[src/rtl/xyz_zoom_clip_wrap_fold_assert.svh]
// Assertion macros used by the queue RTL file of the zoom, clip, wrap and fold block.
`ifndef XYZ_ZOOM_CLIP_WRAP_FOLD_ASSERT_SVH
`define XYZ_ZOOM_CLIP_WRAP_FOLD_ASSERT_SVH

// Same-cycle implication, checked on clock and disabled during reset.
`define ZCWF_ASSERT_IMPLY(lbl, ante, cons, msg) \
   lbl: assert property (@(posedge clock) disable iff (reset) (ante) |-> (cons)) \
      else $error(msg);

// Next-cycle implication, checked on clock and disabled during reset.
`define ZCWF_ASSERT_NEXT(lbl, ante, cons, msg) \
   lbl: assert property (@(posedge clock) disable iff (reset) (ante) |=> (cons)) \
      else $error(msg);

`endif

[src/rtl/zcwf_pkg.sv]
// Package with the shared types and constants of the zoom, clip, wrap and fold block.
package zcwf_pkg;

   localparam int SAMPLE_BITS_DEFAULT = 24;
   localparam int FRAC_BITS_DEFAULT   = 16;
   localparam int QUEUE_DEPTH         = 2;
   localparam int CSR_INDEX_BITS      = 2;
   localparam int CSR_DATA_BITS       = 1;
   localparam int LANES               = 3;

   typedef enum logic [CSR_INDEX_BITS-1:0] {
      CSR_WRAP   = 2'd0,
      CSR_MIRROR = 2'd1,
      CSR_BYPASS = 2'd2
   } zcwf_csr_type;

   typedef struct packed {
      logic bypass;
      logic mirror;
      logic wrap;
   } zcwf_mode_type;

endpackage

[src/rtl/zcwf_queue.sv]
// Short register queue between the front stage and the back pipeline.
`include "xyz_zoom_clip_wrap_fold_assert.svh"

module zcwf_queue
   import zcwf_pkg::*;
#(
   parameter int WIDTH = 8,
   parameter int DEPTH = QUEUE_DEPTH
) (
   input  logic             clock,
   input  logic             reset,
   input  logic             push,
   input  logic [WIDTH-1:0] push_data,
   input  logic             pop,
   output logic [WIDTH-1:0] pop_data,
   output logic             full,
   output logic             empty
);
   localparam int PTR_W = (DEPTH > 1) ? $clog2(DEPTH) : 1;
   localparam int CNT_W = $clog2(DEPTH + 1);

   logic [WIDTH-1:0] mem_ff [DEPTH];
   logic [PTR_W-1:0] wr_ptr_ff, wr_ptr_in;
   logic [PTR_W-1:0] rd_ptr_ff, rd_ptr_in;
   logic [CNT_W-1:0] count_ff, count_in;

   assign full     = (count_ff == CNT_W'(DEPTH));
   assign empty    = (count_ff == '0);
   assign pop_data = mem_ff[rd_ptr_ff];

   always_comb begin
      wr_ptr_in = wr_ptr_ff;
      rd_ptr_in = rd_ptr_ff;
      count_in  = count_ff;
      if (push) begin
         wr_ptr_in = (wr_ptr_ff == PTR_W'(DEPTH - 1)) ? '0 : wr_ptr_ff + 1'b1;
      end
      if (pop) begin
         rd_ptr_in = (rd_ptr_ff == PTR_W'(DEPTH - 1)) ? '0 : rd_ptr_ff + 1'b1;
      end
      if (push && !pop) begin
         count_in = count_ff + 1'b1;
      end else if (pop && !push) begin
         count_in = count_ff - 1'b1;
      end
   end

   always_ff @(posedge clock) begin
      if (reset) begin
         wr_ptr_ff <= '0;
         rd_ptr_ff <= '0;
         count_ff  <= '0;
      end else begin
         wr_ptr_ff <= wr_ptr_in;
         rd_ptr_ff <= rd_ptr_in;
         count_ff  <= count_in;
      end
   end

   always_ff @(posedge clock) begin
      if (push) begin
         mem_ff[wr_ptr_ff] <= push_data;
      end
   end

   `ZCWF_ASSERT_IMPLY(a_no_overflow, push, !full, "push into a full queue")
   `ZCWF_ASSERT_IMPLY(a_no_underflow, pop, !empty, "pop from an empty queue")
   `ZCWF_ASSERT_NEXT(a_count_rise, push && !pop, count_ff == CNT_W'($past(count_ff) + 1'b1), "queue count did not rise on push")

endmodule

[config.mk]
export PLATFORM = sky130hd
export DESIGN_NAME = zcwf_queue
export DESIGN_NICKNAME = d
export VERILOG_FILES = /design/src/rtl/zcwf_pkg.sv /design/src/rtl/zcwf_queue.sv
export VERILOG_INCLUDE_DIRS = /design/src /design/src/rtl
export SDC_FILE = /design/constraint.sdc
export NUM_CORES = 1
export LEC_CHECK = 0
export BUFFER_PORTS_ARGS = -buffer_cell sky130_fd_sc_hd__buf_2
export CORE_ASPECT_RATIO = 1.75
export CORE_MARGIN = 3
export CORE_UTILIZATION = 30
export DETAILED_ROUTE_END_ITERATION = 12
export GPL_ROUTABILITY_DRIVEN = 0
export PLACE_DENSITY = 0.57
export SYNTH_ARGS = -nofsm -noshare
export SYNTH_HDL_FRONTEND = slang
export SYNTH_SLANG_ARGS = --single-unit
[constraint.sdc]
create_clock -name clock -period 1.5 [get_ports clock]
set_clock_uncertainty 0.2 [all_clocks]
set_input_delay 0.15 -clock clock [delete_from_list [all_inputs] [get_ports clock]]
set_output_delay 0.15 -clock clock [all_outputs]
set_load 0.01 [all_outputs]
==> metrics.txt, run 1 <==
status completed; Starting DRT DRC Count 2; htree depth 1; Avg Cell Area, Syn 16.7 sq um; post-DP HPWL 902 um; Worst VDD drop 0.622 mV; largest net degree at the start of global routing 12; clk root buf clkbuf_8; CP peak stage delay between 0.3 and 0.4 ns; Initial Util 32.8%; number of cell rows 23; Lkg Pwr 0.489 nW; commonest non-fill, non-tap cells in the layout edfxtp_1, dlygate4sd3_1, buf_2, mux2_4, buf_6; vias in the first global route between 500 and 600; Final #Nets 98; clk_lat worst skew between 0.2 and 0.3 ns; fin worst setup slack 0.00554 ns; WP data required 1.15 ns; Mapped Nets 60; IO Port Bufs 21; register area share after synthesis 74.1%; synthesized instance count 47; die area 3280 sq um; f_max 669 MHz; Crit. End Element output pin; cts bufs inserted 3; die width 44.6 um; residual DRC count 0; proportion of layout cells with a drive suffix above 1 between 40% and 50%; reg2reg setup slack 0.10 ns; # fillers 221; Distinct cells, synth 15; pre-CTS WS 0.128 ns; Worst EP arrival 1.14 ns; Yosys Warn Count 0; via count 491; worst-path fanout max 8; Startpoint Class flip-flop; ant diodes 0; RSZ-0062 raised after global routing yes; Slowest-stage cell, CP dfxtp_2; Final Setup Violations 0; slew at the pin closest to its max-slew limit 0.392 ns; area delta synth->final 51.1%; max_slew headroom 73.8%; core footprint 2390 sq um; power density of the placed cells 1090 nW/um^2; # IOs 22; First-pass DRT Iterations 3; Netlist Area Pre-Place 783 sq um; GRT Total Usage 9.27%; FF+latch count, synth 21; global-route wire length before repair roughly 2.2 mm; WP buf/inv 2; final period utilization 99.6%; Chip Height ~74 um; final slew viol count 0; placed cell count 94; endpoints failing hold 0; CTS tree yes; Max Cap Violations 0; Final min period about 1.5 ns; maximum clock path buffer count 2; clk slew on worst S/H paths approximately 0.07 ns; worst hold path type in2reg; Routed Antenna Nets 0; commonest non-fill, non-tap cell in the layout edfxtp_1; initial antenna violation count 0; Routed WL ~1.3 mm; Setup CP Type reg2out; GRT overflow 0; critical path, cell by cell buf_12 -> mux2_4 -> buf_6; Wirelength per Cell around 12 um; cell family with most CP delay flip-flops; Clock Sinks 21; Non-Filler Instances between 100 and 150; Via density 4.50
-- logic make-up (layout without fill, tap and decap cells) --
family          count (synthesis)  in the layout  share of synthesized area [%]
fa+ha+maj                       1              1                           1.60
compound gates                  2              2                           1.28
mux                             8              8                           11.5
simple gates                    9              9                           5.91
buf+inv                         2             39                           1.12
flops                          21             21                           74.1
xor+xnor                        4              4                           4.47
-- synth_stat cells, drive strengths merged --
cell type  instances  area, sq um
a21oi              1         5.00
and2               1         6.26
and2b              1         8.76
buf                1         5.00
dfxtp              5          100
edfxtp            16          480
ha                 1         12.5
inv                1         3.75
mux2               8         90.1
nor2               5         18.8
nor2b              1         6.26
o21ai              1         5.00
or3                1         6.26
xnor2              2         17.5
xor2               2         17.5
-- final cells by class --
cell class / instances / area (sq um) / area share (%)
clock buffer: 4 / 45.0 / 3.81
inverter: 1 / 3.75 / 0.317
multi-input combinational: 24 / 224 / 18.9
sequential: 21 / 582 / 49.2
tap: 25 / 31.3 / 2.64
timing repair buffer: 34 / 298 / 25.2
-- path summary, 6_finish.rpt --
kind                       startpoint                       end  cells past startpoint
max                         flip-flop               pop_data[2]                      3
min                              push  count_ff[0]$_SDFFE_PP0P_                      4
max reg2reg    rd_ptr_ff$_SDFFE_PP0P_    rd_ptr_ff$_SDFFE_PP0P_                      3
min reg2reg  count_ff[1]$_SDFFE_PP0P_  count_ff[1]$_SDFFE_PP0P_                      2
-- through the flow --
step	TNS [ns]	total power [mW]	utilization [%]	cell area, sq um	hold WS (ns)
floorplan	0	0.800	-	783	0.0191
detailed placement	0	0.882	39.4	942	0.144
global placement	0	0.876	39.4	942	0.139
CTS	-0.215	1.29	48.2	1150	0.168
finish	0	1.29	49.6	1180	0.175
global route	-0.420	1.37	49.6	1180	0.212
-- registers in the layout, summed over array words and instances, names as in the netlist, named ones only --
name,cells
rd_ptr_ff,1
count_ff,2
mem_ff,16
wr_ptr_ff,1
-- what timing repair did --
action / in CTS / in global routing
resized for setup: 8 / 9
buffers inserted: 0 / 0
endpoints found under the setup margin: 8 / 9
hold buffers: 12 / 0
hold endpoints to repair: 21 / 0
-- worst reg2reg max path, delay by kind of cell (launching register included) --
kind                      cells  cell delay [ns]
DFF                           1             0.31
xor gates and xnor gates      1             0.17
and+or+nand+nor               1             0.04
buffers and inverters         1             0.57
-- power by group --
part,internal [mW],leakage (nW),switching (mW)
clock,0.188,0.0228,0.158
sequential,0.673,0.192,0.0205
combinational,0.158,0.274,0.0941
total,1.02,0.489,0.273
-- layer usage --
| layer | track usage (%) | part of all wire [%] | wire, um | vias to the layer above |
|---|---|---|---|---|
| li1 | - | - | - | 241 |
| met5 | 0 | 0 | 0 | - |
| met1 | 10.3 | 38 | 483 | 233 |
| met2 | 16.2 | 56 | 701 | 15 |
| met3 | 2.21 | 5.6 | 70 | 2 |
| met4 | 4.03 | 0.32 | 4 | 0 |
Note: power is estimated with default switching activity, not from simulation.
==> run 2: changes to the inputs <==
PLACE_DENSITY = 0.56   (was 0.57)
==> metrics.txt, run 2 (synthesis results as in run 1) <==
WP data required 1.15 ns (about the same); final period utilization 100% (+0.46 points); htree depth 1 (unchanged); slew at the pin closest to its max-slew limit 0.364 ns (-0.0281 ns); Max Cap Violations 0 (unchanged); Wirelength per Cell 13.1 um (+13%); die width 44.6 um (unchanged); maximum clock path buffer count 2 (unchanged); proportion of layout cells with a drive suffix above 1 44.6% (+2.9 points); pre-CTS WS 0.132 ns (+0.00371 ns); Worst VDD drop 0.723 mV (+16%); post-route cell area 1170 sq um (-1.2%); sw frac 22.4% (+1.2 points); internal power 1.01 mW (-1.1%); f_max 666 MHz (-0.46%); cts bufs inserted 3 (unchanged); commonest non-fill, non-tap cell in the layout edfxtp_1; CTS tree yes; number of cell rows 23 (unchanged); fin worst setup slack -0.00133 ns (-0.00687 ns); clk slew on worst S/H paths 0.08 ns (about the same); Final Setup Violations 1 (+1); # fillers 228 (+3.2%); area delta synth->final 49.4%; Starting DRT DRC Count 11 (+9); Chip Height 73.6 um (unchanged); commonest non-fill, non-tap cells in the layout edfxtp_1, buf_2, dlygate4sd3_1, mux2_4, buf_6; IO Port Bufs 21 (unchanged); largest net degree at the start of global routing 13 (+1); Non-Filler Instances 108 (-0.92%); area of placed instances 942 sq um (unchanged); post-DP HPWL 943 um (+4.6%); worst-path fanout max 8 (unchanged); max_slew headroom 75.7% (+1.9 points); Slowest-stage cell, CP dfxtp_2; Sw Pwr 0.290 mW (+6.4%); ant diodes 0 (unchanged); CP peak stage delay 0.34 ns (about the same); Routed WL 1.41 mm (+12%); final slew viol count 0 (unchanged); clk_lat worst skew 0.26 ns (about the same); Final min period 1.50 ns (+0.00687 ns); residual DRC count 0 (unchanged); clk root buf clkbuf_8; RSZ-0062 raised after global routing yes; Seq pwr share 53.4% (-0.3 points); Routed Antenna Nets 0 (unchanged); initial antenna violation count 0 (unchanged); endpoints failing hold 0 (unchanged); power density of the placed cells 1110 nW/um^2 (+1.7%); Clock Sinks 21 (unchanged); placed cell count 94 (unchanged); Worst EP arrival 1.15 ns (about the same); critical path, cell by cell buf_12 -> mux2_4 -> buf_6; largest registers mem_ff x16, count_ff x2; die area 3280 sq um (unchanged); failing checks negative setup slack; Setup CP Type reg2out; Startpoint Class flip-flop; global-route wire length before repair 2.32 mm (+3.4%); GRT Total Usage 9.83% (+0.57 points); Final #Nets 97 (-1.0%); # IOs 22 (unchanged); Comb power frac 19.0% (-0.5 points); Clk pwr share 27.5% (+0.7 points); via count 483 (-1.6%); worst hold path type in2reg; Crit. End Element output pin; Via density 4.47 (-0.72%); core footprint 2390 sq um (unchanged); Initial Util 32.8% (unchanged); GRT overflow 0 (unchanged); vias in the first global route 581 (+6.6%); First-pass DRT Iterations 4 (+1); most flop-heavy register mem_ff; status finished with violations; Lkg Pwr 0.486 nW (-0.63%); max reg flops 16 (unchanged)
## run 2: changes by cell type in the layout (fill, tap and decap cells not counted)
cell | before | now
buf_2 | 12 | 13
clkbuf_1 | 1 | 0
clkinv_2 | 0 | 1
dlygate4sd3_1 | 12 | 10
## run 2: power by group through the flow
stage	clock network, mW	registers [mW]	logic [mW]
floorplan	0	0.698	0.103
global placement	0	0.702	0.174
detailed placement	0	0.705	0.178
CTS	0.368	0.692	0.234
global route	0.399	0.699	0.271
finish	0.357	0.693	0.247
## run 2: metrics by stage
step / utilization, % / power (mW) / setup TNS, ns / hold WS (ns)
after floorplan: - / 0.800 / 0 / 0.0191
after global placement: 39.4 / 0.876 / 0 / 0.139
after detailed placement: 39.4 / 0.883 / 0 / 0.141
after CTS: 47.9 / 1.29 / -0.226 / 0.00914
after global routing: 49.0 / 1.37 / -0.367 / 0.0165
final: 49.0 / 1.30 / -0.00133 / 0.00248
## run 2: per-layer routing
metal / GRT usage, % / share of wire (%)
met2: 18.2 / 60
met4: 5.03 / 0.57
met1: 9.56 / 36
met3: 2.21 / 3.9
met5: 0 / 0
## run 2: repair_timing
action	4_1_cts	5_1_grt
hold buffers	10	0
resized for setup	10	7
buffers inserted	0	0
setup endpoints to repair	8	8
hold endpoints to repair	21	0
## run 2: area by class of cell
class / count / area, sq um / area share (%)
clock buffer: 3 / 41.3 / 3.53
clock inverter: 1 / 5.00 / 0.428
multi-input combinational: 24 / 224 / 19.1
sequential: 21 / 582 / 49.7
tap: 25 / 31.3 / 2.67
inverter: 1 / 3.75 / 0.321
timing repair buffer: 33 / 283 / 24.2
## run 2: worst paths after layout
kind                                  from                        to  slack [ns]  cells after the start
setup reg to reg    wr_ptr_ff$_SDFFE_PP0P_    mem_ff[1][5]$_DFFE_PP_        0.24                      1
hold / removal                        push    wr_ptr_ff$_SDFFE_PP0P_       0.002                      3
hold reg to reg   count_ff[1]$_SDFFE_PP0P_  count_ff[1]$_SDFFE_PP0P_        0.31                      2
setup / recovery                 flip-flop               pop_data[6]      -0.001                      3
## run 2: worst max-delay path: cells and delay by family, from the launching register on
family   cells  cell delay, ns
flops        1            0.34
mux          1            0.31
buf+inv      2            0.25
==> run 3: changes to the inputs <==
REMOVE_ABC_BUFFERS = 1   (was default)
==> metrics.txt, run 3 (synthesis results as in run 1) <==
Final Setup Violations 0 (-1); hold slack -0.00706 ns (-0.00954 ns); initial antenna violation count 0 (unchanged); CTS tree yes; Startpoint Class flip-flop; Max Cap Violations 0 (unchanged); Initial Util 32.8% (unchanged); die area 3280 sq um (unchanged); commonest non-fill, non-tap cells in the layout edfxtp_1, buf_2, dlygate4sd3_1, mux2_4, buf_6; core footprint 2390 sq um (unchanged); largest registers mem_ff x16, count_ff x2; via count 487 (+0.83%); Sw Pwr 0.276 mW (-4.7%); final slew viol count 0 (unchanged); Routed WL 1.30 mm (-8.3%); global-route wire length before repair 2.11 mm (-8.9%); commonest non-fill, non-tap cell in the layout edfxtp_1; htree depth 1 (unchanged); largest net degree at the start of global routing 12 (-1); Worst EP arrival 1.15 ns (about the same); First-pass DRT Iterations 3 (-1); post-route cell area 1180 sq um (+0.75%); Clock Sinks 21 (unchanged); area of placed instances 942 sq um (unchanged); most flop-heavy register mem_ff; met2 wire len 707 um (-17%); vias in the first global route 520 (-10%); post-DP HPWL 859 um (-8.9%); Clk pwr share 27.1% (-0.4 points); Starting DRT DRC Count 4 (-7); Crit. End Element output pin; post-route met1 wirelength 484 um (-3.8%); Comb power frac 19.4% (+0.4 points); cts bufs inserted 3 (unchanged); max reg flops 16 (unchanged); residual DRC count 0 (unchanged); DR WL met3 71 um (+29%); ant diodes 0 (unchanged); sw frac 21.4% (-1.0 points); GRT overflow 0 (unchanged); clk_lat worst skew 0.25 ns (about the same); WP data required 1.15 ns (about the same); clk root buf clkbuf_8; status finished with violations; Lkg Pwr 0.489 nW (+0.59%); endpoints failing hold 1 (+1); Seq pwr share 53.5% (about the same); # fillers 209 (-8.3%); Final #Nets 98 (+1.0%); failing checks negative hold slack; Via density 4.47 (about the same); clk slew on worst S/H paths 0.07 ns (about the same); Routed Antenna Nets 0 (unchanged); slew at the pin closest to its max-slew limit 0.398 ns (+0.0333 ns); uppermost routed layer met4; power density of the placed cells 1100 nW/um^2 (-0.98%); Final min period 1.50 ns (-0.00213 ns); Wirelength per Cell 11.9 um (-9.1%); # Post-CTS Setup Buffers 0 (unchanged); proportion of layout cells with a drive suffix above 1 42.9% (-1.7 points); Pwr Total 1.29 mW (-0.24%); area of the multi-input gates 224 sq um (unchanged); max_slew headroom 73.5% (-2.2 points); GRT Total Usage 9.08% (-0.75 points); f_max 667 MHz (+0.14%); RSZ-0062 raised after global routing yes; storage element area 582 sq um (unchanged); maximum clock path buffer count 2 (unchanged); IO Port Bufs 21 (unchanged); Setup CP Type reg2out; internal power 1.02 mW (+1.1%); number of cell rows 23 (unchanged); Chip Height 73.6 um (unchanged); die width 44.6 um (unchanged); worst-path fanout max 8 (unchanged); final period utilization 99.9% (-0.14 points); Worst VDD drop 0.535 mV (-26%); worst hold path type in2reg; # IOs 22 (unchanged); area delta synth->final 50.5%
==> run 3: final timing paths <==
kind                                  from                  endpoint  slack (ns)  depth (start not counted)
setup / recovery                 flip-flop               pop_data[4]      0.0008                          3
setup reg to reg    rd_ptr_ff$_SDFFE_PP0P_    rd_ptr_ff$_SDFFE_PP0P_        0.09                          3
hold reg to reg   count_ff[1]$_SDFFE_PP0P_  count_ff[1]$_SDFFE_PP0P_        0.31                          2
hold / removal                        push    wr_ptr_ff$_SDFFE_PP0P_      -0.007                          3
==> run 3: area by class of cell <==
| type | instances | share of cell area [%] |
|---|---|---|
| Clock buffer | 4 | 3.82 |
| Inverter | 1 | 0.318 |
| Multi-Input combinational cell | 24 | 19.0 |
| Sequential cell | 21 | 49.4 |
| Tap cell | 25 | 2.65 |
| Timing Repair Buffer | 34 | 24.8 |
==> run 3: timing repair <==
| item | CTS | global route |
|---|---|---|
| hold endpoints to repair | 21 | 0 |
| gates resized for setup | 11 | 6 |
| pin swaps | 0 | 0 |
| setup endpoints to repair | 8 | 8 |
| gates cloned | 0 | 0 |
| hold buffers | 11 | 0 |
==> run 3: per-stage QoR <==
| stage | setup slack [ns] | cells | utilization [%] | hold slack (ns) | TNS, ns |
|---|---|---|---|---|---|
| final | 0.000797 | 109 | 49.3 | -0.00706 | 0 |
| after global routing | -0.0492 | 109 | 49.3 | 0.00936 | -0.364 |
| after CTS | -0.0345 | 109 | 48.4 | 0.000660 | -0.194 |
| after detailed placement | 0.132 | 94 | 39.4 | 0.142 | 0 |
| after global placement | 0.172 | 94 | 39.4 | 0.139 | 0 |
| after floorplan | 0.212 | 46 | - | 0.0191 | 0 |
==> run 3: worst max-delay path: stages (launching register included) <==
cell	delay (ns)
dfxtp_2	0.34
buf_12	0.13
mux2_4	0.30
buf_6	0.12
==> run 3: routing by layer <==
metal  vias to the layer above  global-route usage (%)
met5                         -                       0
met4                         0                    6.04
met3                         5                    2.45
met2                        20                    16.2
met1                       220                    8.58
li1                        242                       -
==> run 3: power groups by stage <==
stage / sequential [mW] / combinational, mW / clock, mW
floorplan: 0.703 / 0.0949 / 0
global placement: 0.702 / 0.173 / 0
detailed placement: 0.704 / 0.175 / 0
CTS: 0.692 / 0.240 / 0.361
global route: 0.698 / 0.270 / 0.393
finish: 0.693 / 0.251 / 0.351
