<file path="src/rtl/xyz_zoom_clip_wrap_fold_assert.svh">
// Assertion macros used by the queue RTL file of the zoom, clip, wrap and fold block.
`ifndef XYZ_ZOOM_CLIP_WRAP_FOLD_ASSERT_SVH
`define XYZ_ZOOM_CLIP_WRAP_FOLD_ASSERT_SVH

// Same-cycle implication, checked on clock and disabled during reset.
`define ZCWF_ASSERT_IMPLY(lbl, ante, cons, msg) \
   lbl: assert property (@(posedge clock) disable iff (reset) (ante) |-> (cons)) \
      else $error(msg);

// Next-cycle implication, checked on clock and disabled during reset.
`define ZCWF_ASSERT_NEXT(lbl, ante, cons, msg) \
   lbl: assert property (@(posedge clock) disable iff (reset) (ante) |=> (cons)) \
      else $error(msg);

`endif

</file>
<file path="src/rtl/zcwf_pkg.sv">
// Package with the shared types and constants of the zoom, clip, wrap and fold block.
package zcwf_pkg;

   localparam int SAMPLE_BITS_DEFAULT = 24;
   localparam int FRAC_BITS_DEFAULT   = 16;
   localparam int QUEUE_DEPTH         = 2;
   localparam int CSR_INDEX_BITS      = 2;
   localparam int CSR_DATA_BITS       = 1;
   localparam int LANES               = 3;

   typedef enum logic [CSR_INDEX_BITS-1:0] {
      CSR_WRAP   = 2'd0,
      CSR_MIRROR = 2'd1,
      CSR_BYPASS = 2'd2
   } zcwf_csr_type;

   typedef struct packed {
      logic bypass;
      logic mirror;
      logic wrap;
   } zcwf_mode_type;

endpackage

</file>
<file path="src/rtl/zcwf_if.sv">
// Channel interfaces for the sample beats and the result beats.
interface zcwf_req_if #(
   parameter int SAMPLE_BITS = zcwf_pkg::SAMPLE_BITS_DEFAULT
);
   logic                          valid;
   logic                          ready;
   logic signed [SAMPLE_BITS-1:0] x_sample;
   logic signed [SAMPLE_BITS-1:0] y_sample;
   logic signed [SAMPLE_BITS-1:0] z_sample;
   logic signed [SAMPLE_BITS-1:0] max_level;
   logic signed [SAMPLE_BITS-1:0] zoom_level;

   modport source (output valid, x_sample, y_sample, z_sample, max_level, zoom_level,
                   input ready);
   modport sink (input valid, x_sample, y_sample, z_sample, max_level, zoom_level,
                 output ready);
endinterface


</file>
<file path="src/rtl/zcwf_front.sv">
// Front stage: takes sample beats, clamps level and zoom, snapshots the mode bits.
module zcwf_front
   import zcwf_pkg::*;
#(
   parameter int SAMPLE_BITS = SAMPLE_BITS_DEFAULT,
   parameter int FRAC_BITS   = FRAC_BITS_DEFAULT,
   parameter int ITEM_BITS   = 5 * SAMPLE_BITS - 2 + $bits(zcwf_mode_type)
) (
   input  logic                 clock,
   input  logic                 reset,
   zcwf_req_if.sink             req_chan,
   input  zcwf_mode_type        mode,
   input  logic                 full,
   output logic                 push,
   output logic [ITEM_BITS-1:0] push_data
);
   localparam int SB            = SAMPLE_BITS;
   localparam int LevelFloorInt = ((1 << FRAC_BITS) + 500) / 1000;
   localparam logic signed [SB-1:0] LevelFloor = SB'(LevelFloorInt);

   logic                 valid_ff, valid_in;
   logic [ITEM_BITS-1:0] item_ff, item_in;
   logic signed [SB-1:0] level_c, zoom_c, zoom_f;
   logic                 take;

   // No beat is taken while reset is held, since it would be dropped.
   assign req_chan.ready = !reset && !(valid_ff && full);
   assign take           = req_chan.valid && req_chan.ready;
   assign push           = valid_ff && !full;
   assign push_data      = item_ff;

   always_comb begin
      level_c = (req_chan.max_level < LevelFloor) ? LevelFloor : req_chan.max_level;
      zoom_f  = (req_chan.zoom_level < LevelFloor) ? LevelFloor : req_chan.zoom_level;
      zoom_c  = (zoom_f > level_c) ? level_c : zoom_f;
      // Layout: mode, zoom, level, z, y, x from the top down.
      item_in = {mode, zoom_c[SB-2:0], level_c[SB-2:0],
                 req_chan.z_sample, req_chan.y_sample, req_chan.x_sample};
      valid_in = req_chan.ready ? req_chan.valid : valid_ff;
   end

   always_ff @(posedge clock) begin
      if (reset) begin
         valid_ff <= 1'b0;
      end else begin
         valid_ff <= valid_in;
      end
   end

   always_ff @(posedge clock) begin
      if (take) begin
         item_ff <= item_in;
      end
   end

endmodule

</file>
<file path="src/flat_wrapper.sv">
// flat-port wrapper written by rule: the top's interface ports become plain ports
module zcwf_front_flat import zcwf_pkg::*;
#(
   parameter int SAMPLE_BITS = SAMPLE_BITS_DEFAULT,
   parameter int FRAC_BITS   = FRAC_BITS_DEFAULT,
   parameter int ITEM_BITS   = 5 * SAMPLE_BITS - 2 + $bits(zcwf_mode_type)
)
  (clock, reset, mode, full, push, push_data, req_chan_valid, req_chan_x_sample, req_chan_y_sample, req_chan_z_sample, req_chan_max_level, req_chan_zoom_level, req_chan_ready);
  zcwf_req_if #(.SAMPLE_BITS(SAMPLE_BITS)) req_chan_i ();
  input  logic clock;
  input  logic reset;
  input  zcwf_mode_type mode;
  input  logic full;
  output logic push;
  output logic [ITEM_BITS-1:0] push_data;
  input wire logic [$bits(req_chan_i.valid)-1:0] req_chan_valid;
  input wire logic [$bits(req_chan_i.x_sample)-1:0] req_chan_x_sample;
  input wire logic [$bits(req_chan_i.y_sample)-1:0] req_chan_y_sample;
  input wire logic [$bits(req_chan_i.z_sample)-1:0] req_chan_z_sample;
  input wire logic [$bits(req_chan_i.max_level)-1:0] req_chan_max_level;
  input wire logic [$bits(req_chan_i.zoom_level)-1:0] req_chan_zoom_level;
  output wire logic [$bits(req_chan_i.ready)-1:0] req_chan_ready;
  assign req_chan_i.valid = req_chan_valid;
  assign req_chan_i.x_sample = req_chan_x_sample;
  assign req_chan_i.y_sample = req_chan_y_sample;
  assign req_chan_i.z_sample = req_chan_z_sample;
  assign req_chan_i.max_level = req_chan_max_level;
  assign req_chan_i.zoom_level = req_chan_zoom_level;
  assign req_chan_ready = req_chan_i.ready;
  zcwf_front #(.SAMPLE_BITS(SAMPLE_BITS), .FRAC_BITS(FRAC_BITS), .ITEM_BITS(ITEM_BITS)) u_core (.clock(clock), .reset(reset), .req_chan(req_chan_i), .mode(mode), .full(full), .push(push), .push_data(push_data));
endmodule
</file>
<file path="config.mk">
export PLATFORM = sky130hd
export DESIGN_NAME = zcwf_front_flat
export DESIGN_NICKNAME = d
export VERILOG_FILES = /design/src/rtl/xyz_zoom_clip_wrap_fold_assert.svh /design/src/rtl/zcwf_pkg.sv /design/src/rtl/zcwf_if.sv /design/src/rtl/zcwf_front.sv /design/src/flat_wrapper.sv
export SDC_FILE = /design/constraint.sdc
export NUM_CORES = 1
export LEC_CHECK = 0
export BUFFER_PORTS_ARGS = -buffer_cell sky130_fd_sc_hd__buf_2
export CORE_MARGIN = 5
export CORE_UTILIZATION = 35
export DETAILED_ROUTE_END_ITERATION = 7
export GPL_ROUTABILITY_DRIVEN = 0
export PLACE_DENSITY = 0.68
export SYNTH_ARGS = -nofsm -noshare
export SYNTH_HDL_FRONTEND = slang
export SYNTH_SLANG_ARGS = --single-unit
</file>
<file path="constraint.sdc">
create_clock -name clock -period 7.9 [get_ports clock]
set_clock_uncertainty 0.2 [all_clocks]
set_input_delay 0.395 -clock clock [delete_from_list [all_inputs] [get_ports clock]]
set_output_delay 0.395 -clock clock [all_outputs]
set_load 0.05 [all_outputs]
</file>
==> results of run 1 <==
worst paths after layout:
kind	start	endpoint	cells after the start
max reg2reg	u_core.valid_ff$_SDFFE_PP0P_	u_core.push_data[47]$_DFFE_PP_	3
max	req_chan_zoom_level[21]	u_core.push_data[117]$_DFFE_PP_	14
min	req_chan_valid	u_core.valid_ff$_SDFFE_PP0P_	3
min reg2reg	u_core.valid_ff$_SDFFE_PP0P_	u_core.valid_ff$_SDFFE_PP0P_	2
cell families after synthesis:
group / Yosys count / synth area share (%)
and+or+nand+nor: 82 / 9.61
adders and majority gates: 26 / 6.36
AOI/OAI and AO/OA: 25 / 3.32
buffers and inverters: 31 / 2.91
muxes: 23 / 6.43
DFF: 122 / 71.4
synth_stat cells:
cell,count,area share (%)
nand2_1,6,0.44
nor4_1,7,0.86
a31o_4,1,0.34
a211o_1,1,0.17
dfxtp_1,1,0.39
nor3_1,2,0.20
a21oi_1,11,1.1
buf_12,2,0.78
a311o_1,1,0.20
mux2_4,19,5.6
a21o_1,3,0.44
edfxtp_1,121,71
mux2_2,3,0.66
o21ai_0,5,0.49
nor2_1,8,0.59
nor2b_1,22,2.7
nand2b_1,22,2.7
a211oi_1,1,0.15
ha_1,26,6.4
a221oi_2,1,0.29
and2_1,1,0.12
mux2i_1,1,0.20
or4_1,4,0.59
inv_1,25,1.8
nand4_2,1,0.24
clkbuf_1,4,0.29
nand3_1,1,0.098
or2_2,2,0.24
nand4_1,5,0.61
a21o_2,1,0.17
nor4_2,1,0.24
sequential cells by signal, indices dropped and copies added (netlist names):
name	cells
u_core.valid_ff	1
u_core.push_data	121
per-layer routing:
layer  global-route usage (%)  share of wire [%]  up-vias
li1                         -                  -     1842
met1                     20.8                 38     1926
met2                     33.4                 52      202
met3                     5.08                7.7       32
met4                     7.20                1.9        2
met5                        0              0.079        -
power by group through the flow:
stage | clock (mW) | sequential, mW | combinational (mW)
after detailed placement | 0 | 0.773 | 0.277
final | 0.754 | 0.761 | 0.310
after floorplan | 0 | 0.876 | 0.0978
after CTS | 0.762 | 0.760 | 0.310
after global placement | 0 | 0.772 | 0.273
after global routing | 0.796 | 0.763 | 0.328
critical path: stages:
cell	delay [ps]
buf_2	110
or4_1	560
nor3_1	230
nand4_1	180
nor4_1	440
ha_1	620
nor2b_1	330
ha_1	290
nand4_2	140
nor2_1	60
a311o_1	350
a221oi_2	200
a31o_4	510
mux2_2	390
per-stage QoR:
step / setup slack (ps) / instance area, sq um / power, mW / hold slack [ps]
after floorplan: 3090 / 5120 / 0.974 / 266
after global placement: 2640 / 6550 / 1.05 / 279
after detailed placement: 2580 / 6550 / 1.05 / 305
after CTS: 2970 / 7890 / 1.83 / 11.2
after global routing: 2720 / 7890 / 1.89 / 60.3
final: 3030 / 7890 / 1.83 / 27.9
repair_timing:
| item | CTS | global route |
|---|---|---|
| hold buffers | 76 | 0 |
| hold endpoints to repair | 76 | 0 |
| endpoints found under the setup margin | 0 | 0 |
cell type report:
| cell class | instances | area, sq um |
|---|---|---|
| Antenna cell | 2 | 5.00 |
| Clock buffer | 17 | 425 |
| Inverter | 25 | 93.8 |
| Sequential cell | 122 | 3650 |
| Tap cell | 184 | 230 |
| Timing Repair Buffer | 326 | 2010 |
| Multi-Input combinational cell | 156 | 1320 |
| Clock inverter | 14 | 150 |
| Fill cell | 1181 | 6530 |
cell usage in the layout (no fill, tap or decap), drive strengths merged, types with 7 or more instances in the layout:
cell	count
dlygate4sd3	76
buf	250
nor4	8
ha	26
nor2	8
clkinv	7
edfxtp	121
nand2b	22
a21oi	11
mux2	22
clkbuf	17
inv	27
nor2b	22
==> run_results.csv, run 1 <==
group,metric,value,unit
routing,vias,4004,
power_and_ir_drop,p_sw,0.497,mW
clock_tree,insertion_delay,410,ps
global_route,grt_usage,18.5,%
clock_tree,cts_made_buffers,17,
timing,tightest_slew,820,ps
clock_tree,cts_root_buf,"clkbuf_16",
min_path,hold_path.class,"in2reg",
die,start_util,35.5,%
critical_path,crit_arrival,4840,ps
die,num_rows,44,
power_and_ir_drop,ir_drop,0.160,mV
power_and_ir_drop,swShare,27.2,%
die,die_w,131,microns
clock_tree,clockBufferDepth,2,
place,dp_cells,737,
power_and_ir_drop,pwr-share-seq,41.7,%
timing,setup_viol,0,
critical_path,worst_ep_required_time,7860,ps
die,dieArea,17100,sq um
yosys,yosys_register_bits,122,
critical_path,startpoint_type,"input pin",
power_and_ir_drop,p_leak,3.51,nW
yosys,ys_warn_count,0,
die,chipHeight,131,microns
power_and_ir_drop,powerDensity,231,nW/um^2
place,place_hpwl,11700,microns
power_and_ir_drop,intPower,1.33,mW
die,core-area,14400,sq um
cells_and_area,syn_to_final_growth,54.2,%
yosys,synth_cell_types,31,
timing,period_share,61.7,%
routing,drtIter0Drc,273,
power_and_ir_drop,combPwrFrac,17.0,%
clock_tree,cts-resized-gates,0,
routing,wl,16500,microns
timing,setup_tns,0,ps
yosys,netlist_instances,309,
routing,drc,0,
job,drv_cap,0,
timing,max_slew_margin,45.3,%
critical_path,reg2reg_slack,5340,ps
cells_and_area,fin_cells,846,
timing,timing_hold_violations_final,0,
clock_tree,cts.sinks,122,
yosys,avgSynthCellArea,16.6,sq um
global_route,grt_first_pass_wirelength,23400,microns
clock_tree,cts_setup_buffers,0,
yosys,seq_area_frac_synth,71.4,%
critical_path,cp-end-kind,"register",
power_and_ir_drop,power_frac_clock,41.3,%
clock_tree,clk_pin_slew_worst_paths,60,ps
timing,slew_viol_final,0,
global_route,grt_max_degree,68,
global_route,grt_pass1_vias,4278,
yosys,synthesis.area,5120,sq um
cells_and_area,final_core_util,54.7,%
routing,firstDrtPassIters,4,
die,io_pins,250,
critical_path,path_class,"in2reg",
timing,rsz0062_at_grt,"false",
timing,fmax,0.205,GHz
outcome,status,"completed",
routing,vias_per_cell,4.73,
global_route,antenna_found_initial,2,
routing,wl_per_cell,19.6,microns
clock_tree,htreeDepth,4,
clock_tree,cts_tree,"done",
cells_and_area,finalNetCount,801,
cells_and_area,drive_gt1_share,47.1,%
place,io_buffers,249,
routing,ant_nets,0,
global_route,grt_overflow_total,0,
timing,post-route-min-period,4870,ps
critical_path,path_max_fanout,23,
yosys,synth_nets,462,
Power figures use the tool's default switching activity.
==> run 2, diff against run 1 <==
Clock period 7.9 ns to 4.9 ns, I/O delays scaled along.
==> run_results.csv, run 2 (synthesis gave the netlist of run 1 again) <==
group,metric,value,unit
critical_path,cp-end-kind,"register",
routing,vias,4023,
global_route,grt_max_degree,48,
power_and_ir_drop,power_frac_clock,42.1,%
routing,drc,0,
routing,wl,16300,microns
critical_path,path_class,"in2reg",
critical_path,path_cells,"dlygate4sd3_1 -> buf_2 -> nor4_1 -> nand4_1 -> nor4_1 -> ha_2 -> nand2b_1 -> ha_1 -> a21oi_1 -> nor2_1 -> a311o_1 -> a221oi_2 -> a31o_4 -> mux2_2",
outcome,status,"completed",
place,place_hpwl,11900,microns
die,core-area,14400,sq um
power_and_ir_drop,combPwrFrac,17.0,%
die,num_rows,44,
timing,rsz0062_at_grt,"false",
power_and_ir_drop,p_leak,3.59,nW
clock_tree,insertion_delay,410,ps
cells_and_area,layout_commonest_cell,"buf_2",
min_path,hold_path.class,"in2reg",
global_route,grt_usage,18.6,%
timing,setup_viol,0,
timing,period_share,93.5,%
timing,setup_ws,320,ps
cells_and_area,syn_to_final_growth,58.0,%
critical_path,crit_arrival,4550,ps
power_and_ir_drop,powerDensity,371,nW/um^2
critical_path,worst_ep_required_time,4870,ps
critical_path,crit_top_cell,"nor4_1",
clock_tree,cts_tree,"done",
cells_and_area,finalNetCount,819,
critical_path,path_max_fanout,23,
critical_path,startpoint,"req_chan_max_level[22]",
clock_tree,htreeDepth,4,
routing,wl_per_cell,18.9,microns
timing,post-route-min-period,4580,ps
clock_tree,clockBufferDepth,2,
place,pre_cts_ws,-48.0,ps
critical_path,endpoint,"u_core.push_data[117]$_DFFE_PP_",
clock_tree,clk_pin_slew_worst_paths,60,ps
power_and_ir_drop,p_sw,0.796,mW
cells_and_area,final_core_util,56.1,%
timing,timing_hold_violations_final,0,
routing,firstDrtPassIters,4,
die,die_w,131,microns
timing,holdWs,13.3,ps
power_and_ir_drop,finalPower,3.00,mW
die,chipHeight,131,microns
timing,tightest_slew,606,ps
routing,ant_nets,0,
critical_path,slowest_stage,"dlygate4sd3_1",
power_and_ir_drop,intPower,2.20,mW
routing,vias_per_cell,4.67,
power_and_ir_drop,pwr-share-seq,40.9,%
critical_path,critPathMaxStageDelay,520,ps
timing,setup_tns,0,ps
die,start_util,35.5,%
timing,max_slew_margin,59.6,%
routing,drtIter0Drc,195,
power_and_ir_drop,swShare,26.6,%
job,drv_cap,0,
cells_and_area,largest_reg_flops,121,
global_route,grt_pass1_vias,4320,
cells_and_area,num_antenna_cells,0,
timing,slew_viol_final,0,
cells_and_area,drive_gt1_share,46.3,%
critical_path,reg2reg_to,"u_core.push_data[93]$_DFFE_PP_",
die,io_pins,250,
power_and_ir_drop,ir_drop,0.239,mV
clock_tree,cts.sinks,122,
timing,fmax,0.218,GHz
clock_tree,cts_root_buf,"clkbuf_16",
global_route,grt_first_pass_wirelength,23200,microns
critical_path,r2r_start,"u_core.valid_ff$_SDFFE_PP0P_",
global_route,antenna_found_initial,1,
clock_tree,cts_made_buffers,17,
global_route,grt_overflow_total,0,
cells_and_area,final_cell_mix,"buf_2 (249), edfxtp_1 (121), dlygate4sd3_1 (92), inv_1 (25), ha_1 (25)",
critical_path,reg2reg_slack,2800,ps
critical_path,startpoint_type,"input pin",
die,dieArea,17100,sq um
clock_tree,cts_setup_buffers,0,
place,io_buffers,249,
critical_path,ff2ff_path_depth,3,
run 2: through the flow:
stage                     cell area, sq um  instances
after floorplan                       5120        309
after global placement                6570        739
after detailed placement              6570        739
after CTS                             8080        862
after global routing                  8090        862
final                                 8090        862
run 2: area by class of cell:
| cell class | instances | area [sq um] |
|---|---|---|
| Fill cell | 1189 | 6340 |
| Clock buffer | 17 | 425 |
| Multi-Input combinational cell | 156 | 1320 |
| Clock inverter | 14 | 173 |
| Tap cell | 184 | 230 |
| Inverter | 25 | 93.8 |
| Timing Repair Buffer | 344 | 2190 |
| Sequential cell | 122 | 3650 |
run 2: worst min path at each step:
stage | endpoint | from | cells past startpoint
global placement | u_core.valid_ff$_SDFFE_PP0P_ | reset | 2
global route | u_core.push_data[91]$_DFFE_PP_ | req_chan_max_level[19] | 3
CTS | u_core.push_data[90]$_DFFE_PP_ | req_chan_max_level[18] | 3
floorplan | u_core.valid_ff$_SDFFE_PP0P_ | reset | 1
finish | u_core.push_data[90]$_DFFE_PP_ | req_chan_max_level[18] | 3
detailed placement | u_core.push_data[54]$_DFFE_PP_ | req_chan_z_sample[6] | 1
run 2: timing repair:
action | 4_1_cts | 5_1_grt
endpoints found under the setup margin | 0 | 3
resized for setup | 0 | 1
hold buffers | 92 | 0
endpoints found under the hold margin | 92 | 0
run 2: routing by layer:
| layer | wire length, microns | track usage, % |
|---|---|---|
| met3 | 1520 | 5.41 |
| met2 | 8510 | 33.8 |
| met5 | 13 | 0 |
| met1 | 5900 | 20.2 |
| met4 | 385 | 7.99 |
run 2: worst max-delay path, delay by kind of cell:
family                   cells  cell delay, ps
AO/OA/AOI/OAI                4            1330
adder cells (fa/ha/maj)      2             830
buffers and inverters        2             650
multiplexers                 1             390
AND/OR/NAND/NOR              5            1080
run 2: power groups by stage:
stage,registers [mW],clock network [mW],logic [mW]
floorplan,1.41,0,0.158
global placement,1.24,0,0.442
detailed placement,1.25,0,0.450
CTS,1.22,1.28,0.512
global route,1.23,1.33,0.542
finish,1.22,1.26,0.511
==> run 3, diff against run 2 <==
Settings changed: SETUP_SLACK_MARGIN set to 0.1.
Clock period 4.9 ns to 5.59 ns, I/O delays scaled along.
==> run_results.csv, run 3 (synthesis gave the netlist of run 1 again) <==
group,metric,value,unit
clock_tree,insertion_delay,400,ps
critical_path,crit_top_cell,"ha_1",
die,chipHeight,131,microns
cells_and_area,final_core_util,55.1,%
clock_tree,cts_made_buffers,17,
power_and_ir_drop,swShare,26.4,%
global_route,grt_overflow_total,0,
timing,post-route-min-period,4680,ps
die,dieArea,17100,sq um
routing,vias_per_cell,4.69,
cells_and_area,layout_commonest_cell,"buf_2",
critical_path,path_delay_family,"simple AND/OR/NAND/NOR gates",
global_route,grt_max_degree,68,
timing,period_share,83.7,%
cells_and_area,largest_reg_flops,121,
routing,firstDrtPassIters,4,
power_and_ir_drop,pwr-share-seq,41.1,%
critical_path,cp-end-kind,"register",
die,start_util,35.5,%
routing,wl,16200,microns
global_route,grt_first_pass_wirelength,23000,microns
timing,fmax,0.214,GHz
timing,setup_ws,913,ps
critical_path,ff2ff_path_depth,3,
clock_tree,cts_root_buf,"clkbuf_16",
job,drv_cap,0,
critical_path,reg2reg_to,"u_core.push_data[18]$_DFFE_PP_",
power_and_ir_drop,finalPower,2.61,mW
clock_tree,cts_tree,"done",
global_route,antenna_found_initial,1,
global_route,grtUsageMet2,33.7,%
critical_path,path_cells,"buf_2 -> or4_1 -> nor3_1 -> nand4_1 -> nor4_1 -> ha_1 -> nor2b_1 -> ha_1 -> a21oi_1 -> nor2_1 -> a311o_1 -> a221oi_2 -> a31o_4 -> mux2_2",
timing,timing_hold_violations_final,0,
critical_path,critPathMaxStageDelay,700,ps
cells_and_area,fin_cells,849,
critical_path,r2r_start,"u_core.valid_ff$_SDFFE_PP0P_",
critical_path,path_class,"in2reg",
routing,ant_nets,0,
routing,drtIter0Drc,166,
critical_path,startpoint_type,"input pin",
cells_and_area,finalNetCount,805,
critical_path,path_max_fanout,23,
global_route,grtUsageMet1,20.5,%
power_and_ir_drop,intPower,1.92,mW
die,num_rows,44,
min_path,hold_path_depth,3,
power_and_ir_drop,p_leak,3.54,nW
place,pre_cts_ws,431,ps
clock_tree,clockBufferDepth,2,
timing,max_slew_margin,45.4,%
global_route,grt.busiest_layer,"met2",
cells_and_area,fillers,1196,
clock_tree,htreeDepth,4,
global_route,grt_usage,18.3,%
place,place_hpwl,11600,microns
clock_tree,cts-resized-gates,0,
place,place_area,6550,sq um
cells_and_area,final_cell_mix,"buf_2 (249), edfxtp_1 (121), dlygate4sd3_1 (80), ha_1 (26), inv_1 (25)",
global_route,grt_pass1_vias,4219,
clock_tree,clk_pin_slew_worst_paths,60,ps
cells_and_area,stdcell_area,7950,sq um
power_and_ir_drop,powerDensity,329,nW/um^2
routing,drc,0,
timing,holdWs,26.8,ps
timing,tightest_slew,819,ps
routing,wl_per_cell,19.1,microns
place,dp_cells,737,
critical_path,slowest_stage,"ha_1",
timing,setup_viol,0,
die,die_w,131,microns
timing,slew_viol_final,0,
timing,setup_tns,0,ps
die,core-area,14400,sq um
min_path,min_delay_worst_endpoint,"u_core.push_data[76]$_DFFE_PP_",
cells_and_area,drive_gt1_share,46.7,%
cells_and_area,syn_to_final_growth,55.3,%
clock_tree,cts.sinks,122,
min_path,hold_path.class,"in2reg",
min_path,min_from,"req_chan_max_level[4]",
critical_path,reg2reg_slack,3030,ps
global_route,use_met3,5.81,%
critical_path,worst_ep_required_time,5550,ps
routing,vias,3978,
die,io_pins,250,
power_and_ir_drop,combPwrFrac,16.8,%
power_and_ir_drop,p_sw,0.690,mW
critical_path,cp_num_buf_inv,1,
outcome,status,"completed",
power_and_ir_drop,power_frac_clock,42.1,%
place,io_buffers,249,
timing,rsz0062_at_grt,"false",
power_and_ir_drop,ir_drop,0.180,mV
critical_path,crit_arrival,4640,ps
## run 3: cell count changes in the layout (fill, tap and decap cells not counted)
cell	before	now
buf_4	3	1
clkinv_1	0	1
clkinv_4	2	3
clkinvlp_4	5	2
diode_2	0	1
dlygate4sd3_1	92	80
ha_1	25	26
ha_2	1	0
inv_6	2	3
## run 3: tightest hold or removal path, stage by stage
cell	delay (ps)
buf_2	90
nand2b_1	70
inv_1	80
## run 3: routing by layer
layer	routed length (microns)	vias to the layer above
li1	-	1847
met1	6100	1913
met2	8600	195
met3	1360	21
met4	164	2
met5	13	-
## run 3: repair_timing
action | in CTS | in global routing
endpoints found under the hold margin | 79 | 0
hold buffers | 80 | 0
setup buffers | 0 | 0
## run 3: worst max-delay path by stage
| stage | slack (ps) | cells past startpoint | from | endpoint |
|---|---|---|---|---|
| after floorplan | 890 | 2 | u_core.valid_ff$_SDFFE_PP0P_ | u_core.push_data[0]$_DFFE_PP_ |
| after global placement | 440 | 14 | req_chan_zoom_level[21] | u_core.push_data[97]$_DFFE_PP_ |
| after detailed placement | 430 | 14 | req_chan_zoom_level[21] | u_core.push_data[117]$_DFFE_PP_ |
| after CTS | 870 | 14 | req_chan_zoom_level[21] | u_core.push_data[117]$_DFFE_PP_ |
| after global routing | 640 | 14 | req_chan_zoom_level[21] | u_core.push_data[117]$_DFFE_PP_ |
| final | 910 | 14 | req_chan_zoom_level[21] | u_core.push_data[96]$_DFFE_PP_ |
## run 3: area by class of cell
type / count / area [sq um] / area share [%]
clock inverter: 14 / 171 / 2.16
antenna: 1 / 2.50 / 0.0315
inverter: 25 / 93.8 / 1.18
tap: 184 / 230 / 2.90
clock buffer: 17 / 425 / 5.35
multi-input combinational: 156 / 1320 / 16.6
timing repair buffer: 330 / 2050 / 25.8
sequential: 122 / 3650 / 46.0
## run 3: power groups by stage
stage | registers [mW] | logic (mW) | clock network [mW]
after floorplan | 1.24 | 0.138 | 0
after global placement | 1.09 | 0.386 | 0
after detailed placement | 1.09 | 0.392 | 0
after CTS | 1.07 | 0.440 | 1.12
after global routing | 1.08 | 0.466 | 1.17
final | 1.07 | 0.440 | 1.10
